File: config.mk
export PLATFORM = sky130hd
export DESIGN_NAME = bfm_front
export DESIGN_NICKNAME = d
export VERILOG_FILES = /design/src/hdl/bfm_pkg.sv /design/src/hdl/bfm_front.sv
export SDC_FILE = /design/constraint.sdc
export NUM_CORES = 1
export LEC_CHECK = 0
export BUFFER_PORTS_ARGS = -buffer_cell sky130_fd_sc_hd__buf_4
export CAP_MARGIN = 0
export CELL_PAD_IN_SITES_DETAIL_PLACEMENT = 1
export CELL_PAD_IN_SITES_GLOBAL_PLACEMENT = 1
export CORE_MARGIN = 2
export CORE_UTILIZATION = 30
export CTS_CLUSTER_DIAMETER = 80
export DETAILED_ROUTE_END_ITERATION = 6
export GPL_ROUTABILITY_DRIVEN = 0
export PLACE_DENSITY = 0.6
export SETUP_SLACK_MARGIN = 0.15
export SKIP_LAST_GASP = 1
export SLEW_MARGIN = 10
export SYNTH_ARGS = -nofsm -noshare
export SYNTH_HDL_FRONTEND = slang
export SYNTH_SLANG_ARGS = --single-unit
File: constraint.sdc
create_clock -name clk -period 1.7 [get_ports clk]
set_clock_uncertainty 0.2 [all_clocks]
set_input_delay 0.17 -clock clk [delete_from_list [all_inputs] [get_ports clk]]
set_output_delay 0.17 -clock clk [all_outputs]
set_load 0.005 [all_outputs]
File: src/hdl/bfm_pkg.sv
`default_nettype none

package bfm_pkg;

  // item operation codes
  typedef enum logic [1:0] {
    FUNC_NEW_PATTERN = 2'd0,
    FUNC_APPEND      = 2'd1,
    FUNC_RESTART     = 2'd2,
    FUNC_TEXT        = 2'd3
  } func_t;

  localparam int unsigned CHAR_W   = 8;
  localparam int unsigned SCORE_W  = 24;
  localparam int unsigned SUM_W    = SCORE_W + 2;
  localparam int unsigned HITS_W   = 3;
  localparam int unsigned MAXD_W   = 2;

  localparam logic [SCORE_W-1:0] SCORE_MAX  = 24'hFF_FFFF;
  localparam logic [MAXD_W-1:0]  MAXD_RESET = 2'd2;
  localparam logic [MAXD_W-1:0]  MAXD_LIMIT = 2'd2;

  // case folding of upper-case letters
  localparam int UPPER_A     = 65;
  localparam int UPPER_Z     = 90;
  localparam int CASE_OFFSET = 32;

  // configuration port
  localparam int unsigned PADDR_W = 3;
  localparam int unsigned PDATA_W = 32;
  localparam logic [PADDR_W-3:0] REG_DIST_LIMIT = 1'b0;

endpackage

`default_nettype wire

File: src/hdl/bfm_front.sv
`default_nettype none

module bfm_front #(
  parameter int ALPHABET_SIZE = 128
) (
  input  wire logic                            clk,
  input  wire logic                            rst_n,
  input  wire logic                            in_valid,
  output logic                                 in_ready,
  input  wire logic [1:0]                      in_func,
  input  wire logic [bfm_pkg::CHAR_W-1:0]      in_character,
  output logic                                 q_valid,
  input  wire logic                            q_pop,
  output bfm_pkg::func_t                       q_func,
  output logic [$clog2(ALPHABET_SIZE)-1:0]     q_idx
);

  localparam int IDX_W = $clog2(ALPHABET_SIZE);

  // folded character to mask index, built at elaboration
  typedef logic [IDX_W-1:0] fold_tab_t [256];

  function automatic fold_tab_t build_fold_tab();
    fold_tab_t tab;
    int        v;
    for (int c = 0; c < 256; c++) begin
      v = c;
      if (v >= bfm_pkg::UPPER_A && v <= bfm_pkg::UPPER_Z) begin
        v = v + bfm_pkg::CASE_OFFSET;
      end
      tab[c] = IDX_W'(v % ALPHABET_SIZE);
    end
    return tab;
  endfunction

  localparam fold_tab_t FOLD_TAB = build_fold_tab();

  // two-entry queue towards the back end
  bfm_pkg::func_t   fifo_func_r [2];
  logic [IDX_W-1:0] fifo_idx_r  [2];
  logic             wr_ptr_r;
  logic             rd_ptr_r;
  logic [1:0]       cnt_r;
  logic [1:0]       cnt_nxt;
  logic             push;

  assign in_ready = (cnt_r != 2'd2);
  assign push     = in_valid && in_ready;
  assign q_valid  = (cnt_r != 2'd0);
  assign q_func   = fifo_func_r[rd_ptr_r];
  assign q_idx    = fifo_idx_r[rd_ptr_r];

  always_comb begin
    cnt_nxt = cnt_r;
    if (push && !q_pop) begin
      cnt_nxt = cnt_r + 2'd1;
    end else if (!push && q_pop) begin
      cnt_nxt = cnt_r - 2'd1;
    end
  end

  always_ff @(posedge clk) begin
    if (!rst_n) begin
      wr_ptr_r <= 1'b0;
      rd_ptr_r <= 1'b0;
      cnt_r    <= 2'd0;
    end else begin
      if (push) begin
        wr_ptr_r <= ~wr_ptr_r;
      end
      if (q_pop) begin
        rd_ptr_r <= ~rd_ptr_r;
      end
      cnt_r <= cnt_nxt;
    end
  end

  always_ff @(posedge clk) begin
    if (push) begin
      fifo_func_r[wr_ptr_r] <= bfm_pkg::func_t'(in_func);
      fifo_idx_r[wr_ptr_r]  <= FOLD_TAB[in_character];
    end
  end

endmodule

`default_nettype wire

# Word-level counts from Yosys, hierarchy flattened

Memories as Yosys holds them, arrays and structs flattened. A register that Yosys moved wholly into a read port is not among the register bits.
Cells that the tools add are included.

Bits in registers: 4
Bits in writable memories: 18
ROM bits: 1792
Output and inout port bits: 11
Memories kept: 3

$add $sub $neg: 2
Magnitude comparators: 1
Eq/ne operators: 1
Multiplexer cells: 10
Bitwise gates (word level): 3
Reductions and logical operators: 7

Memory list:

| name            | depth | bits a word | rd ports | clocked after Yosys merged registers in | wr ports | line            | RTL |
|---|---|---|---|---|---|---|---|
| (no name shown) | 256   | 7           | 1        | 0                                       | 0        | bfm_front.sv:81 | `fifo_idx_r[wr_ptr_r] <= FOLD_TAB[in_character];` |
| fifo_idx_r      | 2     | 7           | 1        | 1                                       | 1        | bfm_front.sv:40 | `logic [IDX_W-1:0] fifo_idx_r [2];` |
| fifo_func_r     | 2     | 2           | 1        | 1                                       | 1        | bfm_front.sv:39 | `bfm_pkg::func_t fifo_func_r [2];` |

Operators with widths:

| cell                                              | count |
|---|---|
| two-way mux 7 bit                                 | 2 |
| >= comparator 9 bit (second input constant)       | 1 |
| NOT 8 -> 9 bit                                    | 1 |
| two-way mux 1 bit                                 | 6 |
| two-way mux 2 bit                                 | 2 |
| nonzero test 2 bit                                | 2 |
| logical AND 1 bit                                 | 3 |
| adder 2 x 1 -> 2 bit (second input constant)      | 1 |
| zero test 1 bit                                   | 2 |
| != test 2 bit (second input constant)             | 1 |
| NOT 1 bit                                         | 2 |
| subtractor 2 x 1 -> 2 bit (second input constant) | 1 |

# Logic depth before layout (Yosys ltp)

Depth after elaboration: 6
Gate-level depth with buffers: 6

# Worst setup path after synthesis

OpenSTA, ideal clock, no wires.

Path kind: register -> register
From: reg cnt_r[0]
To: reg cnt_r[1]
Library setup time: 0.070 ns
Data arrival time: 1.385 ns
Required time: 1.430 ns
Setup slack: 0.045 ns
Cell stages (with the launch flop): 6
Buffers on the path: 0
Period minus slack after synthesis: 1.655 ns
Cells stage by stage: dfxtp_1 -> nand2b_4 -> and2_1 -> ha_1 -> or3_1 -> a21boi_1

Longest elaborated chain between the ends: 5
Elaborated cells on any way between the ends: 10
Those cells by class: 2 x add/sub; 1 x eq/ne; 2 x mux; 5 x reduce/logical

RTL lines:

| what                                | line            | RTL |
|---|---|---|
| start, declared                     | bfm_front.sv:43 | `logic [1:0] cnt_r;` |
| start signal, assigned              | bfm_front.sv:74 | `cnt_r <= cnt_nxt;` |
| != test 2 bit *                     | bfm_front.sv:47 | `assign in_ready = (cnt_r != 2'd2);` |
| net in_ready                        | bfm_front.sv:9  | `output logic in_ready,` |
| logical AND 1 bit *                 | bfm_front.sv:48 | `assign push = in_valid && in_ready;` |
| zero test 1 bit                     | bfm_front.sv:57 | `end else if (!push && q_pop) begin` |
| logical AND 1 bit                   | bfm_front.sv:57 |  |
| nonzero test 2 bit (no source line) | n/a             |  |

Mark *: on every way through the listed nets, which the timed path passes. The rest lies on a longest branch. The select of a mux whose other input is x is not followed.
A chain may end at the register's enable or synchronous reset.

# Final worst setup path

From: reg cnt_r[0]
To: reg cnt_r[1]

Longest elaborated chain between the ends: 5
Elaborated cells on any way between the ends: 10
Those cells by class: 2 x add/sub; 1 x eq/ne; 2 x mux; 5 x reduce/logical

RTL lines:

| what |
|---|
| parallel branches: the longest is 5 deep, another holds subtractor 2 x 1 -> 2 bit |

Several ways; the timed one is not identified. The select of a mux whose other input is x is not followed.

==> qor.txt <==
=================================================================================
Internal                                                                  1020 µW
VDD IR-drop max                                                            333 µV
Wire length of the first global-routing pass                              3150 µm
Slew Limit Fails                                                                0
Post-synth top flop                                                      edfxtp_1
Main area contributors after synthesis                               edfxtp_1, mux2_2, dfxtp_1
Number of flops mapped to enable cells by yosys                                18
Kind of path behind the tightest hold check                                in2reg
H-tree depth                                                                    1
Area of the mapped netlist                                                927 µm²
Fraction of registers with async set/reset                                     0%
Final hold viol count                                                           0
Post-synthesis cell type with the largest combined area                  edfxtp_1
Congestion Overflow GR                                                          0
Share of post-route cells with drive strength above 1                       50.5%
Maximum number of pins on one net before global-route repair                   13
Dpl hpwl                                                                  1270 µm
Relative contribution of sequential cells to total power                    52.5%
Post-synthesis sequential area ratio                                        69.1%
Post-Syn Nets                                                                  74
Full die area                                                         0.00355 mm²
Syn avg cell area                                                        15.7 µm²
Post-route non-filler standard cell count                                     136
Clock transition at path regs                                             0.11 ns
Count of different cell masters after synthesis                                24
Area fraction of the dominant cell type after synthesis                     58.3%
Power dissipated by switching net loads                                    326 µW
Placement-stage cell area                                             0.00117 mm²
WS Path Type                                                              reg2reg
Combinational share of power                                                29.4%
# Max-Cap Violations                                                            0
Fraction of power consumed by the clock network                             18.2%
RSZ-0062 raised after global routing                                         true
Total length of routed wires                                              1900 µm
1st-pass router iterations                                                      4
Sinks on Clock Net                                                             23
Utilization after layout                                                    47.8%
Clock latency of the later-clocked register in the worst-skew pair        0.30 ns
Maximum clock frequency                                                   600 MHz
First-iteration detailed-routing DRC count                                     11
Number of buffers on the longest clock path                                     2
P_leak                                                                0.000585 µW
Req. time, crit path                                                      1.74 ns
Vert. Die Dim                                                             59.6 µm
Pwr per Cell Area                                                      936 mW/mm²
Crit Path Max Fanout                                                            5
Gate Count Post-Synth                                                          59
Wirelength per Cell                                                       13.9 µm
Final std cell area, no fill                                          0.00144 mm²
Arrival @ worst endpoint                                                  1.70 ns
Cell with the most instances after synthesis                             edfxtp_1
Antenna diode count                                                             0
Most numerous cell types in the synthesized netlist                  edfxtp_1, mux2_2, dfxtp_1
Total global-route track usage                                              12.2%
Detailed-route DRC error count                                                  0
Transition time of the tightest slew-check pin                           0.259 ns
Setup violations, final                                                         0
Net switching share of the total power                                      24.2%
Crit start category                                                     flip-flop
Die Width                                                                 59.6 µm
Minimum clock period after layout                                         1.67 ns
Number of nets still failing antenna checks after routing                       0
Layout-stage area growth over the synthesis result                          54.9%
Pwr Total                                                                 1350 µW
Area of the core                                                      0.00300 mm²
Cell chosen for the clock root                                           clkbuf_4
Count of input and output buffers                                              24
Number of antenna violations at the first check in global routing               0
Number of placed instances with taps included                                 117
Outcome                                                              finished, final reports clean
Ports                                                                          25
Cell row count                                                                 20
Ratio of routed vias to standard cells                                       4.58
Layout net count                                                              119
Clock tree from TritonCTS                                                   built
TritonCTS Buffers                                                               3
Syn. warnings                                                                   0
Worst slew margin relative to its limit                                     82.6%
Number of global-route vias before repair                                     683
CP Capture Type                                                         flip-flop
DR vias                                                                       623
Starting Density                                                            30.9%
Synthesized flop and latch total                                               23
Fin crit share                                                              98.1%
=================================================================================
## placed cells by master (no fill, tap or decap), types with 3 or more instances in the layout
cell	instances
buf_4	17
mux2_4	9
and2_1	3
clkbuf_4	3
buf_6	11
edfxtp_1	18
dfxtp_2	3
dlygate4sd3_1	13
## worst max-delay path, cell delays in order (launching register included)
cell	delay (ns)
dfxtp_2	0.34
nand2b_4	0.15
and2_4	0.15
ha_4	0.15
xor2_1	0.14
or3_1	0.35
a21boi_2	0.13
## logic make-up after synthesis
family,after synthesis,share of synthesized area [%]
DFF,23,69.1
and+or+nand+nor,12,8.37
muxes,9,10.9
AOI/OAI and AO/OA,7,5.67
buffers and inverters,4,1.75
xor gates and xnor gates,3,2.83
adders and majority gates,1,1.35
## sequential cells by signal, indices dropped and copies added (netlist names), named ones only
register     cells
wr_ptr_r         1
fifo_func_r      4
fifo_idx_r      14
cnt_r            2
rd_ptr_r         1
## cell type report
class,count,area [µm²]
Fill cell,313,1570
Sequential cell,23,644
Timing Repair Buffer,41,382
Multi-Input combinational cell,32,328
Tap cell,33,41.3
Clock buffer,4,26.3
Inverter,3,15.0
## layer usage
metal  global-route usage [%]  vias up  wire [µm]
li1                         -      306          -
met3                     2.40        2         78
met1                     15.4      299        819
met5                        0        -          0
met2                     20.6       16        985
met4                     4.76        0         12
## worst paths after layout
path                                 startpoint  slack [ns]               end  cells after the start
worst max-delay path                   cnt_r[0]        0.03          cnt_r[1]                      6
worst min-delay path            in_character[7]        0.07  fifo_idx_r[1][5]                      3
worst max register to register         cnt_r[0]        0.03          cnt_r[1]                      6
worst min register to register         cnt_r[1]        0.38          cnt_r[1]                      2
## stage by stage
step | hold slack [ns] | setup WS, ns | TNS, ns
after floorplan | 0.0689 | 0.149 | 0
after global placement | 0.156 | 0.137 | 0
after detailed placement | 0.160 | 0.0337 | 0
after CTS | 0.0566 | 0.0362 | 0
after global routing | 0.0708 | -0.0288 | -0.0288
final | 0.0679 | 0.0326 | 0
## power by group through the flow
stage | Sequential, µW | Clock (µW) | Combinational [µW]
floorplan | 711 | 0 | 158
CTS | 707 | 256 | 391
global route | 711 | 278 | 434
global placement | 713 | 0 | 286
detailed placement | 719 | 0 | 294
finish | 706 | 245 | 395
## what timing repair did
action	in CTS	in global routing
gates resized for setup	23	3
endpoints found under the setup margin	10	19
endpoints found under the hold margin	23	0
hold buffers	13	0
buffers inserted	1	0
gates cloned	1	0
No activity file was read; power rests on OpenSTA's default activity.
